File: config.mk
export PLATFORM = sky130hd
export DESIGN_NAME = differential_drive_odometry
export DESIGN_NICKNAME = d
export VERILOG_FILES = /design/src/hdl/ddo_pkg.sv /design/src/hdl/ddo_digit_mult.sv /design/src/hdl/ddo_cordic.sv /design/src/hdl/differential_drive_odometry.sv
export VERILOG_INCLUDE_DIRS = /design/src /design/src/hdl
export SDC_FILE = /design/constraint.sdc
export NUM_CORES = 2
export LEC_CHECK = 0
export ABC_AREA = 1
export BUFFER_PORTS_ARGS = -buffer_cell sky130_fd_sc_hd__buf_2
export CORE_UTILIZATION = 50
export DETAILED_ROUTE_END_ITERATION = 6
export PLACE_DENSITY = 0.7
export REMOVE_ABC_BUFFERS = 1
export SLEW_MARGIN = 20
export SYNTH_ARGS = -nofsm -noshare
export SYNTH_HDL_FRONTEND = slang
export SYNTH_SLANG_ARGS = --single-unit
File: constraint.sdc
create_clock -name aclk -period 16.7 [get_ports aclk]
set_input_delay 3.34 -clock aclk [delete_from_list [all_inputs] [get_ports aclk]]
set_output_delay 3.34 -clock aclk [all_outputs]
set_load 0.01 [all_outputs]
File: src/hdl/assert_macros.svh
// Assertion macros shared by the odometry RTL.
`ifndef ASSERT_MACROS_SVH
`define ASSERT_MACROS_SVH

// Check that the consequent holds in the same cycle as the antecedent.
`define DDO_ASSERT_IMP(label, ante, cons, msg) \
    label: assert property (@(posedge aclk) disable iff (!aresetn) (ante) |-> (cons)) \
        else $error(msg);

// Check that the consequent holds in the cycle after the antecedent.
`define DDO_ASSERT_NXT(label, ante, cons, msg) \
    label: assert property (@(posedge aclk) disable iff (!aresetn) (ante) |=> (cons)) \
        else $error(msg);

// Check that a condition holds at every clock edge out of reset.
`define DDO_ASSERT_ALWAYS(label, cond, msg) \
    label: assert property (@(posedge aclk) disable iff (!aresetn) 1'b1 |-> (cond)) \
        else $error(msg);

`endif

File: src/hdl/ddo_pkg.sv
// Shared constants, request types and the arctangent table of the odometry block.
package ddo_pkg;

    localparam int CORDIC_STEPS = 24;
    localparam int COUNT_WIDTH  = 32;

    localparam int CORDIC_IDX_W = 5;
    localparam int CORDIC_W     = 34;
    localparam logic [31:0] CORDIC_K = 32'h26DD3B6A;

    localparam int MUL_A_W     = 32;
    localparam int MUL_B_W     = 64;
    localparam int MUL_DIGIT_W = 4;
    localparam int MUL_DIGITS  = MUL_B_W / MUL_DIGIT_W;
    localparam int MUL_CNT_W   = $clog2(MUL_DIGITS);
    localparam int MUL_P_W     = MUL_A_W + MUL_B_W;

    localparam int S_DATA_W   = 64;
    localparam int S_USER_W   = 1;
    localparam int M_DATA_W   = 80;
    localparam int APB_ADDR_W = 3;
    localparam int APB_DATA_W = 32;

    localparam logic KIND_SAMPLE = 1'b0;
    localparam logic KIND_CLEAR  = 1'b1;

    typedef struct packed {
        logic               start;
        logic [MUL_A_W-1:0] a;
        logic [MUL_B_W-1:0] b;
    } ddo_mul_req_t;

    typedef struct packed {
        logic        start;
        logic [31:0] angle;
    } ddo_cor_req_t;

    // atan(2^-i) as a binary angle, 2^32 per turn
    function automatic logic [31:0] atan_lookup(input logic [CORDIC_IDX_W-1:0] idx);
        logic [31:0] val;
        case (idx)
            5'd0:    val = 32'h20000000;
            5'd1:    val = 32'h12E4051E;
            5'd2:    val = 32'h09FB385B;
            5'd3:    val = 32'h051111D4;
            5'd4:    val = 32'h028B0D43;
            5'd5:    val = 32'h0145D7E1;
            5'd6:    val = 32'h00A2F61E;
            5'd7:    val = 32'h00517C55;
            5'd8:    val = 32'h0028BE53;
            5'd9:    val = 32'h00145F2F;
            5'd10:   val = 32'h000A2F98;
            5'd11:   val = 32'h000517CC;
            5'd12:   val = 32'h00028BE6;
            5'd13:   val = 32'h000145F3;
            5'd14:   val = 32'h0000A2F9;
            5'd15:   val = 32'h0000517C;
            5'd16:   val = 32'h000028BE;
            5'd17:   val = 32'h0000145F;
            5'd18:   val = 32'h00000A2F;
            5'd19:   val = 32'h00000517;
            5'd20:   val = 32'h0000028B;
            5'd21:   val = 32'h00000145;
            5'd22:   val = 32'h000000A2;
            5'd23:   val = 32'h00000051;
            5'd24:   val = 32'h00000028;
            5'd25:   val = 32'h00000014;
            5'd26:   val = 32'h0000000A;
            5'd27:   val = 32'h00000005;
            5'd28:   val = 32'h00000002;
            5'd29:   val = 32'h00000001;
            default: val = 32'h00000000;
        endcase
        return val;
    endfunction

endpackage

File: src/hdl/ddo_digit_mult.sv
// Digit-serial unsigned multiplier: one 4-bit digit of the serial operand per cycle.
module ddo_digit_mult (
    input  logic                          aclk,
    input  logic                          aresetn,
    input  ddo_pkg::ddo_mul_req_t         req,
    output logic                          busy,
    output logic [ddo_pkg::MUL_P_W-1:0]   product
);
    import ddo_pkg::*;

    localparam int SUM_W = MUL_A_W + MUL_DIGIT_W;

    logic [MUL_A_W-1:0]   a_reg, a_next;
    logic [MUL_A_W-1:0]   hi_reg, hi_next;
    logic [MUL_B_W-1:0]   lo_reg, lo_next;
    logic [MUL_CNT_W-1:0] cnt_reg, cnt_next;
    logic                 busy_reg, busy_next;
    logic [SUM_W-1:0]     sum;

    // partial product of the low digit, added to the upper half
    assign sum = SUM_W'(hi_reg) + SUM_W'(a_reg) * SUM_W'(lo_reg[MUL_DIGIT_W-1:0]);

    always_comb begin
        a_next    = a_reg;
        hi_next   = hi_reg;
        lo_next   = lo_reg;
        cnt_next  = cnt_reg;
        busy_next = busy_reg;
        if (req.start) begin
            a_next    = req.a;
            hi_next   = '0;
            lo_next   = req.b;
            cnt_next  = '0;
            busy_next = 1'b1;
        end else if (busy_reg) begin
            // shift the finished digit into the low word
            hi_next  = sum[SUM_W-1:MUL_DIGIT_W];
            lo_next  = {sum[MUL_DIGIT_W-1:0], lo_reg[MUL_B_W-1:MUL_DIGIT_W]};
            cnt_next = cnt_reg + 1'b1;
            if (cnt_reg == MUL_CNT_W'(MUL_DIGITS - 1)) begin
                busy_next = 1'b0;
            end
        end
    end

    always_ff @(posedge aclk) begin
        if (!aresetn) begin
            busy_reg <= 1'b0;
            cnt_reg  <= '0;
        end else begin
            busy_reg <= busy_next;
            cnt_reg  <= cnt_next;
        end
    end

    always_ff @(posedge aclk) begin
        a_reg  <= a_next;
        hi_reg <= hi_next;
        lo_reg <= lo_next;
    end

    assign busy    = busy_reg;
    assign product = {hi_reg, lo_reg};

endmodule

File: src/hdl/ddo_cordic.sv
// Iterative rotation-mode CORDIC giving Q2.30 sine and cosine of a binary angle.
module ddo_cordic (
    input  logic                  aclk,
    input  logic                  aresetn,
    input  ddo_pkg::ddo_cor_req_t req,
    output logic                  busy,
    output logic signed [31:0]    sin_q30,
    output logic signed [31:0]    cos_q30
);
    import ddo_pkg::*;

    localparam logic signed [CORDIC_W-1:0] ONE_Q30 = CORDIC_W'(64'sd1073741824);
    localparam logic signed [31:0]         QUARTER = 32'sh40000000;

    logic signed [CORDIC_W-1:0] x_reg, x_next, y_reg, y_next, z_reg, z_next;
    logic [CORDIC_IDX_W-1:0]    idx_reg, idx_next;
    logic                       busy_reg, busy_next, flip_reg, flip_next;
    logic signed [31:0]         ang_s;
    logic                       fold;
    logic [31:0]                ang_f;
    logic signed [CORDIC_W-1:0] xs, ys, at, xc, yc;

    always_comb begin
        ang_s = signed'(req.angle);
        // fold the back half-plane into the front one and negate the result
        fold  = (ang_s > QUARTER) || (ang_s < -QUARTER);
        ang_f = fold ? (req.angle ^ 32'h80000000) : req.angle;
        xs    = x_reg >>> idx_reg;
        ys    = y_reg >>> idx_reg;
        at    = signed'({{(CORDIC_W-32){1'b0}}, atan_lookup(idx_reg)});

        x_next    = x_reg;
        y_next    = y_reg;
        z_next    = z_reg;
        idx_next  = idx_reg;
        busy_next = busy_reg;
        flip_next = flip_reg;
        if (req.start) begin
            x_next    = signed'({{(CORDIC_W-32){1'b0}}, CORDIC_K});
            y_next    = '0;
            z_next    = CORDIC_W'(signed'(ang_f));
            idx_next  = '0;
            busy_next = 1'b1;
            flip_next = fold;
        end else if (busy_reg) begin
            if (!z_reg[CORDIC_W-1]) begin
                x_next = x_reg - ys;
                y_next = y_reg + xs;
                z_next = z_reg - at;
            end else begin
                x_next = x_reg + ys;
                y_next = y_reg - xs;
                z_next = z_reg + at;
            end
            idx_next = idx_reg + 1'b1;
            if (idx_reg == CORDIC_IDX_W'(CORDIC_STEPS - 1)) begin
                busy_next = 1'b0;
            end
        end
    end

    always_ff @(posedge aclk) begin
        if (!aresetn) begin
            busy_reg <= 1'b0;
            idx_reg  <= '0;
        end else begin
            busy_reg <= busy_next;
            idx_reg  <= idx_next;
        end
    end

    always_ff @(posedge aclk) begin
        x_reg    <= x_next;
        y_reg    <= y_next;
        z_reg    <= z_next;
        flip_reg <= flip_next;
    end

    // clamp to unity, then undo the fold
    always_comb begin
        xc = (x_reg > ONE_Q30) ? ONE_Q30 : ((x_reg < -ONE_Q30) ? -ONE_Q30 : x_reg);
        yc = (y_reg > ONE_Q30) ? ONE_Q30 : ((y_reg < -ONE_Q30) ? -ONE_Q30 : y_reg);
        cos_q30 = flip_reg ? 32'(-xc) : 32'(xc);
        sin_q30 = flip_reg ? 32'(-yc) : 32'(yc);
    end

    assign busy = busy_reg;

endmodule

File: src/hdl/differential_drive_odometry.sv
// Top level of the differential-drive dead-reckoning odometry block.
// Each encoder sample request carries absolute left and right wheel counts; the block
// turns the 32-bit binary-angle heading by (right - left) delta times heading_gain / 256,
// then moves x by D*sin and y by D*cos of the new heading, where D is half the delta sum
// times distance_gain (Q8.24 mm per tick), keeping the sub-millimetre fraction for the
// next sample. A clear request (kind = 1) zeroes the stored counts and reports the pose.
// Every request gives exactly one result. An encoder sample makes four passes of the
// 4-bit digit-serial multiplier (heading, distance, x step, y step) and one run of the
// CORDIC, which does one rotation per cycle in parallel with the distance product; a
// clear request goes from idle straight to the output state. A new request is taken
// while the previous result still waits on m_tready.
// Gains are written over the APB port at byte addresses 0 (heading_gain) and 4
// (distance_gain) and should be written only while the block is idle.
`include "assert_macros.svh"
module differential_drive_odometry (
    input  logic                              aclk,
    input  logic                              aresetn,
    input  logic                              s_tvalid,
    output logic                              s_tready,
    // [31:0] left_count, [63:32] right_count
    input  logic [ddo_pkg::S_DATA_W-1:0]      s_tdata,
    // [0] kind
    input  logic [ddo_pkg::S_USER_W-1:0]      s_tuser,
    output logic                              m_tvalid,
    input  logic                              m_tready,
    // [31:0] pos_x_mm, [63:32] pos_y_mm, [79:64] heading_out
    output logic [ddo_pkg::M_DATA_W-1:0]      m_tdata,
    input  logic                              psel,
    input  logic                              penable,
    input  logic                              pwrite,
    input  logic [ddo_pkg::APB_ADDR_W-1:0]    paddr,
    input  logic [ddo_pkg::APB_DATA_W-1:0]    pwdata,
    output logic [ddo_pkg::APB_DATA_W-1:0]    prdata,
    output logic                              pready
);
    import ddo_pkg::*;

    // register index codes, taken from the word address bit
    localparam logic REG_HEADING_GAIN  = 1'b0;
    localparam logic REG_DISTANCE_GAIN = 1'b1;

    // product slices
    localparam int HEAD_LSB = 8;
    localparam int HEAD_MSB = 39;
    localparam int DMAG_LSB = 1;
    localparam int DMAG_MSB = 63;
    localparam int STEP_LSB = 30;
    localparam int STEP_MSB = 92;

    localparam logic signed [24:0] FRAC_MIN = 25'sh1000000;

    typedef enum logic [3:0] {
        S_IDLE,
        S_HGO,
        S_HWAIT,
        S_TGO,
        S_TWAIT,
        S_SGO,
        S_SWAIT,
        S_SUM,
        S_POS,
        S_OUT
    } state_t;

    state_t state_reg, state_next;

    // configuration
    logic [31:0] hg_reg, hg_next, dg_reg, dg_next;
    logic        cfg_wr;

    // odometry state
    logic [31:0]        prev_left_reg, prev_left_next, prev_right_reg, prev_right_next;
    logic [31:0]        heading_reg, heading_next;
    logic [31:0]        pos_x_reg, pos_x_next, pos_y_reg, pos_y_next;
    logic signed [24:0] frac_x_reg, frac_x_next, frac_y_reg, frac_y_next;
    logic               axis_reg, axis_next;
    logic               m_tvalid_reg, m_tvalid_next;

    // working registers
    logic signed [32:0] diff_reg, diff_next, sum_reg, sum_next;
    logic [62:0]        dmag_reg, dmag_next;
    logic signed [63:0] step_reg, step_next;
    logic signed [64:0] acc_reg, acc_next;
    logic [31:0]        out_x_reg, out_y_reg;
    logic [15:0]        out_h_reg;
    logic               out_load;

    // request fields
    logic        in_kind;
    logic [31:0] in_left, in_right;

    // deltas
    logic [31:0]        dsub_l, dsub_r;
    logic signed [31:0] dl, dr;
    logic [32:0]        smag;

    // shared multiplier and the CORDIC
    ddo_mul_req_t         mul_req;
    ddo_cor_req_t         cor_req;
    logic                 mul_busy, cor_busy;
    logic [MUL_P_W-1:0]   mul_prod;
    logic signed [31:0]   cor_sin, cor_cos, trig_sel;
    logic                 trig_neg;
    logic [31:0]          trig_mag;
    logic [62:0]          step_m;
    logic signed [63:0]   step_mag;

    // fraction carry
    logic [23:0]        rem;
    logic               fix;
    logic [31:0]        whole;
    logic signed [24:0] frac_new, frac_sel;

    assign in_kind  = s_tuser[0];
    assign in_left  = s_tdata[31:0];
    assign in_right = s_tdata[63:32];

    // APB port with no wait states
    assign pready = 1'b1;
    assign cfg_wr = psel && penable && pwrite;
    assign prdata = (paddr[2] == REG_DISTANCE_GAIN) ? dg_reg : hg_reg;

    always_comb begin
        hg_next = hg_reg;
        dg_next = dg_reg;
        if (cfg_wr) begin
            if (paddr[2] == REG_HEADING_GAIN) begin
                hg_next = pwdata;
            end else begin
                dg_next = pwdata;
            end
        end
    end

    // wheel deltas wrap at the encoder width and sign-extend
    always_comb begin
        dsub_l = in_left - prev_left_reg;
        dsub_r = in_right - prev_right_reg;
        dl     = 32'(signed'(dsub_l[COUNT_WIDTH-1:0]));
        dr     = 32'(signed'(dsub_r[COUNT_WIDTH-1:0]));
        smag   = sum_reg[32] ? 33'(-sum_reg) : 33'(sum_reg);
    end

    // pick the trig term for the axis in hand: sine drives x, cosine drives y
    always_comb begin
        trig_sel = axis_reg ? cor_cos : cor_sin;
        trig_neg = trig_sel[31];
        trig_mag = trig_neg ? 32'(-trig_sel) : 32'(trig_sel);
        step_m   = mul_prod[STEP_MSB:STEP_LSB];
        step_mag = signed'({1'b0, step_m});
    end

    // operand selection for the shared multiplier
    always_comb begin
        mul_req.start = (state_reg == S_HGO) || (state_reg == S_TGO) || (state_reg == S_SGO);
        case (state_reg)
            S_HGO: begin
                mul_req.a = hg_reg;
                mul_req.b = 64'(diff_reg);
            end
            S_TGO: begin
                mul_req.a = dg_reg;
                mul_req.b = {31'b0, smag};
            end
            default: begin
                mul_req.a = trig_mag;
                mul_req.b = {1'b0, dmag_reg};
            end
        endcase
        cor_req.start = (state_reg == S_TGO);
        cor_req.angle = heading_reg;
    end

    ddo_digit_mult u_mult (
        .aclk    (aclk),
        .aresetn (aresetn),
        .req     (mul_req),
        .busy    (mul_busy),
        .product (mul_prod)
    );

    ddo_cordic u_cordic (
        .aclk    (aclk),
        .aresetn (aresetn),
        .req     (cor_req),
        .busy    (cor_busy),
        .sin_q30 (cor_sin),
        .cos_q30 (cor_cos)
    );

    // whole millimetres by truncation toward zero; the signed remainder stays
    always_comb begin
        rem      = acc_reg[23:0];
        fix      = acc_reg[64] && (rem != '0);
        whole    = acc_reg[55:24] + {31'b0, fix};
        frac_new = signed'({fix, rem});
        frac_sel = axis_reg ? frac_y_reg : frac_x_reg;
    end

    assign s_tready = (state_reg == S_IDLE);

    always_comb begin
        state_next      = state_reg;
        prev_left_next  = prev_left_reg;
        prev_right_next = prev_right_reg;
        heading_next    = heading_reg;
        pos_x_next      = pos_x_reg;
        pos_y_next      = pos_y_reg;
        frac_x_next     = frac_x_reg;
        frac_y_next     = frac_y_reg;
        axis_next       = axis_reg;
        m_tvalid_next   = m_tvalid_reg;
        diff_next       = diff_reg;
        sum_next        = sum_reg;
        dmag_next       = dmag_reg;
        step_next       = step_reg;
        acc_next        = acc_reg;
        out_load        = 1'b0;

        // drop the result once taken
        if (m_tvalid_reg && m_tready) begin
            m_tvalid_next = 1'b0;
        end

        case (state_reg)
            S_IDLE: begin
                if (s_tvalid) begin
                    if (in_kind == KIND_CLEAR) begin
                        prev_left_next  = '0;
                        prev_right_next = '0;
                        state_next      = S_OUT;
                    end else begin
                        prev_left_next  = in_left;
                        prev_right_next = in_right;
                        diff_next       = 33'(dr) - 33'(dl);
                        sum_next        = 33'(dl) + 33'(dr);
                        state_next      = S_HGO;
                    end
                end
            end
            S_HGO: begin
                state_next = S_HWAIT;
            end
            S_HWAIT: begin
                if (!mul_busy) begin
                    heading_next = heading_reg - mul_prod[HEAD_MSB:HEAD_LSB];
                    state_next   = S_TGO;
                end
            end
            S_TGO: begin
                state_next = S_TWAIT;
            end
            S_TWAIT: begin
                if (!mul_busy && !cor_busy) begin
                    dmag_next  = mul_prod[DMAG_MSB:DMAG_LSB];
                    axis_next  = 1'b0;
                    state_next = S_SGO;
                end
            end
            S_SGO: begin
                state_next = S_SWAIT;
            end
            S_SWAIT: begin
                if (!mul_busy) begin
                    step_next  = (sum_reg[32] != trig_neg) ? -step_mag : step_mag;
                    state_next = S_SUM;
                end
            end
            S_SUM: begin
                acc_next   = 65'(frac_sel) + 65'(step_reg);
                state_next = S_POS;
            end
            S_POS: begin
                if (axis_reg) begin
                    pos_y_next  = pos_y_reg + whole;
                    frac_y_next = frac_new;
                    state_next  = S_OUT;
                end else begin
                    pos_x_next  = pos_x_reg + whole;
                    frac_x_next = frac_new;
                    axis_next   = 1'b1;
                    state_next  = S_SGO;
                end
            end
            S_OUT: begin
                // hold until the output register is free
                if (!m_tvalid_reg || m_tready) begin
                    out_load      = 1'b1;
                    m_tvalid_next = 1'b1;
                    state_next    = S_IDLE;
                end
            end
            default: begin
                state_next = S_IDLE;
            end
        endcase
    end

    always_ff @(posedge aclk) begin
        if (!aresetn) begin
            state_reg      <= S_IDLE;
            m_tvalid_reg   <= 1'b0;
            hg_reg         <= '0;
            dg_reg         <= '0;
            prev_left_reg  <= '0;
            prev_right_reg <= '0;
            heading_reg    <= '0;
            pos_x_reg      <= '0;
            pos_y_reg      <= '0;
            frac_x_reg     <= '0;
            frac_y_reg     <= '0;
            axis_reg       <= 1'b0;
        end else begin
            state_reg      <= state_next;
            m_tvalid_reg   <= m_tvalid_next;
            hg_reg         <= hg_next;
            dg_reg         <= dg_next;
            prev_left_reg  <= prev_left_next;
            prev_right_reg <= prev_right_next;
            heading_reg    <= heading_next;
            pos_x_reg      <= pos_x_next;
            pos_y_reg      <= pos_y_next;
            frac_x_reg     <= frac_x_next;
            frac_y_reg     <= frac_y_next;
            axis_reg       <= axis_next;
        end
    end

    always_ff @(posedge aclk) begin
        diff_reg <= diff_next;
        sum_reg  <= sum_next;
        dmag_reg <= dmag_next;
        step_reg <= step_next;
        acc_reg  <= acc_next;
        if (out_load) begin
            out_x_reg <= pos_x_reg;
            out_y_reg <= pos_y_reg;
            out_h_reg <= heading_reg[31:16];
        end
    end

    assign m_tvalid = m_tvalid_reg;
    assign m_tdata  = {out_h_reg, out_y_reg, out_x_reg};

    `DDO_ASSERT_NXT(a_accept_leaves_idle, s_tvalid && s_tready, !s_tready, "request accepted but block still idle")
    `DDO_ASSERT_IMP(a_units_idle_on_launch, state_reg == S_TGO, !mul_busy && !cor_busy, "trig launch while a unit is busy")
    `DDO_ASSERT_NXT(a_clear_zeroes_prev, s_tvalid && s_tready && (in_kind == KIND_CLEAR), (prev_left_reg == '0) && (prev_right_reg == '0), "clear request left counts behind")
    `DDO_ASSERT_ALWAYS(a_frac_in_range, (frac_x_reg != FRAC_MIN) && (frac_y_reg != FRAC_MIN), "carried fraction reached one millimetre")

endmodule
### Word level (Yosys, flattened, before mapping)

Memory sizes are Yosys's and may differ from the RTL's. A register that Yosys moved wholly into a read port is not among the register bits.
Index checks and enable logic that the tools add are counted.

* register bits after elaboration: 860
* memory bits (read-only): 960
* output and inout port bits: 115
* memories kept: 1

* $add $sub $neg: 23
* multipliers: 1
* $lt $le $gt $ge: 6
* equality and inequality tests: 17
* shift operators: 2
* multiplexer cells: 46
* bitwise gates (word level): 6
* reduce and logical (&&, ||, !) cells: 30

Memories
* (no name shown): depth 32, bits a word 30, rd ports 1, clocked after Yosys merged registers in 1, wr ports 0, line ddo_pkg.sv:41 `case (idx)`

Operator list (count)
* 2-to-1 mux 32 bit: 12
* one-hot mux 96 bit (2 select lines): 1
* 2-to-1 mux 34 bit: 5
* 2-to-1 mux 64 bit: 2
* negation 32 bit: 3
* subtractor 32 bit: 3
* adder 34 bit: 2
* > comparator 34 x 32 -> 1 bit, second input constant: 2
* < comparator 34 x 31 -> 1 bit, second input constant: 2
* >>> shifter 34 x 5 -> 34 bit: 2
* subtractor 34 bit: 2
* adder 25 x 64 -> 65 bit: 1
* adder 32 bit: 2
* negation 63 -> 64 bit: 1
* 2-to-1 mux 63 bit: 1
* one-hot mux 4 bit (10 select lines): 1
* adder 32 x 36 -> 36 bit: 1
* multiplier 32 x 4 -> 36 bit: 1
* adder 34 x 33 -> 34 bit: 1
* subtractor 34 x 33 -> 34 bit: 1
* adder 32 x 32 -> 33 bit: 1
* 2-to-1 mux 33 bit: 1
* negation 33 bit: 1
* subtractor 32 x 32 -> 33 bit: 1
* other kinds (28): 81

### Longest topological paths before layout

* depth after elaboration: 10
* mapped depth: 38
* mapped depth without buffers: 36

### Hierarchy

From an unflattened synthesis, not the netlist that was laid out.

* cells, all modules: 11755
* area, all modules: 76024.2 µm²

Modules (own cells, without submodules)
* differential_drive_odometry: instances 1, cells an instance 6985, area an instance 46173.0 µm²
* ddo_cordic: instances 1, cells an instance 3317, area an instance 19020.7 µm²
* ddo_digit_mult: instances 1, cells an instance 1453, area an instance 10830.4 µm²

### Least setup slack after synthesis

No wires, ideal clock.

* path kind: input to output
* start point: in paddr[2] in the netlist's numbering
* end point: out prdata[26] in the netlist's numbering
* data arrival time: 4255 ps
* required time: 13360 ps
* setup slack: 9105 ps
* cell stages on the path: 5
* buffers on the path: 3
* cells stage by stage: clkbuf_1 clkbuf_1 clkbuf_1 nand2_1 o21ai_0

* cells in the longest elaborated chain, start to end: 1

Ends and longest elaborated chain
* from (decl): line differential_drive_odometry.sv:31 `input logic [ddo_pkg::APB_ADDR_W-1:0] paddr,`
* 2-to-1 mux 32 bit: line differential_drive_odometry.sv:121 `assign prdata = (paddr[2] == REG_DISTANCE_GAIN) ? dg_reg : hg_reg;`
* to (decl): line differential_drive_odometry.sv:33 `output logic [ddo_pkg::APB_DATA_W-1:0] prdata,`

No other way between the ends.

### Final worst setup path

* start point: in paddr[2] in the netlist's numbering
* end point: out prdata[5] in the netlist's numbering

The elaborated chain is that of the path after synthesis.

==> impl_metrics.py <==
metrics = {
    "outcome": {
        "status": "complete, no violations",
    },
    "drt": {
        "detail-route-antenna-nets": 0,
        "avgViaCountPerCell": 5.60,
        "wl_um": 225000,
        "drt-wirelength-per-cell_um": 19.3,
        "drt_iter0_drc": 5627,
        "dr.pass1.iters": 6,
        "num_vias": 65200,
        "drc_errors": 0,
    },
    "synth": {
        "synth.most_common_cell": "nand2_1",
        "synth_seq_cells": 881,
        "synthFlopType": "edfxtp_1",
        "syn_inst": 9700,
        "synth.area.top_cells": "edfxtp_1, dfxtp_1, nand2_1",
        "avgSynthCellArea_um2": 7.17,
        "netlist.area_leader.share": 0.199,
        "synth_area_mm2": 0.0695,
        "synth_edf_count": 460,
        "postSynth.asyncResetShare": 0,
        "yosysWarnings": 0,
        "synth_cell_types": 71,
        "synth_common_cells": "nand2_1, inv_1, nor2_1, a21oi_1, o21ai_0",
        "ys_seq_area_frac": 0.320,
        "yosysTopAreaCell": "edfxtp_1",
    },
    "critical_path": {
        "r2r_cells": 29,
        "worst-path-stages": 4,
        "worst-path-max-fanout": 61,
        "path_cells": "buf_2 > buf_4 > o21ai_0 > buf_2",
        "required_ps": 13360,
        "startpoint_type": "primary input",
        "critPathCaptureType": "primary output",
        "endpoint": "prdata[5]",
        "path_class": "in -> out",
        "cpMaxStageDelayCell": "o21ai_0",
        "cp_data_arrival_time_ps": 4840,
        "critical_path.max_stage_delay_ps": 800,
        "worst-path-buf-inv": 3,
        "cp_top_family": "compound AO/OA/AOI/OAI gates",
        "worstReg2RegStart": "u_cordic.idx_reg[0]$_SDFFE_PP0P_",
        "crit_top_cell": "buf_2",
        "r2r-end": "u_cordic.y_reg[33]$_SDFFE_PP0P_",
        "crit_start": "paddr[2]",
        "regToRegSetupSlack_ps": 9970,
    },
    "clock_tree": {
        "cts-resized-gates": 0,
        "cts_root_buffer": "clkbuf_16",
        "cts_made_buffers": 103,
        "clock_latency_ps": 750,
        "cts_max_path_buffers": 3,
        "clock-sinks": 881,
        "cts_tree": "done",
        "clkSlewWorstSetupHoldPaths_ps": 60,
        "hold_buffers": 0,
        "cts_setup_buffers": 0,
        "h-tree-depth": 3,
    },
    "layout": {
        "fin_area_mm2": 0.0756,
        "final_nets": 10400,
        "regArea_mm2": 0.0222,
        "multi_input_area_mm2": 0.0404,
        "drive_above_1_share": 0.0640,
        "areaGrowthSynthToFinish_pct": 8.68,
        "final_core_util": 0.549,
        "fillers": 13300,
    },
    "global_routing": {
        "grt_pass1_vias": 61400,
        "grt_overflow": 0,
        "antenna_found_initial": 21,
        "grt_first_pass_wirelength_um": 346000,
        "grt_max_degree": 105,
        "gr-usage-all-layers": 0.313,
    },
    "timing": {
        "final_max_slew_viol_count": 0,
        "slew_headroom": 0.311,
        "whs_ps": 420,
        "fin_crit_sh": 0.490,
        "timing.fmax_mhz": 122,
        "finalSetupTns_ps": 0,
        "rsz0062_at_grt": "false",
        "fin_crit_ps": 8180,
        "hold_viol": 0,
        "finalClockSkew_ps": 57.1,
        "worst-slew-pin-transition_ps": 1030,
        "finalSetupViolations": 0,
    },
    "flow_run": {
        "cap_violations": 0,
    },
    "floorplanning": {
        "die_x_um": 375,
        "ioPinCount": 222,
        "die_area_mm2": 0.141,
        "initial_utilization": 0.505,
        "rows": 136,
        "coreArea_mm2": 0.138,
        "die_h_um": 375,
    },
    "placed_design": {
        "hpwl_um": 177000,
        "dpl_cell_area_mm2": 0.0720,
        "port_buffers": 218,
        "routabilityCongestion": 1.01,
    },
    "min_path": {
        "worstHoldPathType": "reg -> reg",
    },
}
==> cell usage in the layout (no fill, tap or decap), types with 53 or more instances in the layout <==
cell	instances
o211ai_1	71
xor2_1	353
dfxtp_1	417
inv_1	1407
a21oi_1	866
ha_1	445
clkbuf_16	105
xnor2_1	141
o21bai_1	53
nand2_1	1950
buf_4	70
fa_1	102
nand3_1	426
edfxtp_1	460
o21ai_0	763
nor2_1	937
nand4_1	80
buf_2	217
nor3_1	103
o21ai_1	105
a31oi_1	98
==> cell families after synthesis <==
kind of cell,after synthesis,synth area share
fa+ha+maj,547,0.109
mux,34,0.00489
flops,881,0.320
xor+xnor,494,0.0622
compound gates,2260,0.182
buf+inv,1783,0.0999
simple gates,3700,0.222
other cells,1,0.0000539
==> per-layer routing <==
metal	up-vias	share of wire	GRT usage
met5	-	0.00042	0
met4	14	0.044	0.132
met3	421	0.072	0.0532
met2	2107	0.44	0.498
met1	30400	0.44	0.420
li1	32300	-	-
==> worst min-delay path by stage <==
stage               slack (ps)                      end  cells past startpoint                   startpoint
floorplan                  410  out_x_reg[31]$_DFFE_PP_                      0   pos_x_reg[31]$_SDFFE_PN0P_
global placement           410  out_x_reg[31]$_DFFE_PP_                      0   pos_x_reg[31]$_SDFFE_PN0P_
detailed placement         420  out_x_reg[31]$_DFFE_PP_                      0   pos_x_reg[31]$_SDFFE_PN0P_
CTS                        410   dmag_reg[11]$_DFFE_PP_                      0  u_mult.lo_reg[12]$_DFFE_PP_
global route               440  out_x_reg[31]$_DFFE_PP_                      0   pos_x_reg[31]$_SDFFE_PN0P_
finish                     420   dmag_reg[11]$_DFFE_PP_                      0  u_mult.lo_reg[12]$_DFFE_PP_
==> per-stage QoR <==
stage,setup WS (ps),cells
after detailed placement,7890,11400
after floorplan,7330,9363
after global routing,8270,11600
after global placement,7880,11400
final,8520,11600
after CTS,8600,11600
==> cell type report <==
class,count,area share
well taps,1794,0.0297
clock inverters,66,0.0107
repair buffers,289,0.0217
diodes,5,0.000166
multi-input cells,7036,0.535
inverters,1446,0.0719
clock buffers,130,0.0364
flip-flops and latches,881,0.294
Power is left out: the tool's default activity adds up to more than one toggle a clock period on the data nets, which glitch-free logic cannot reach.
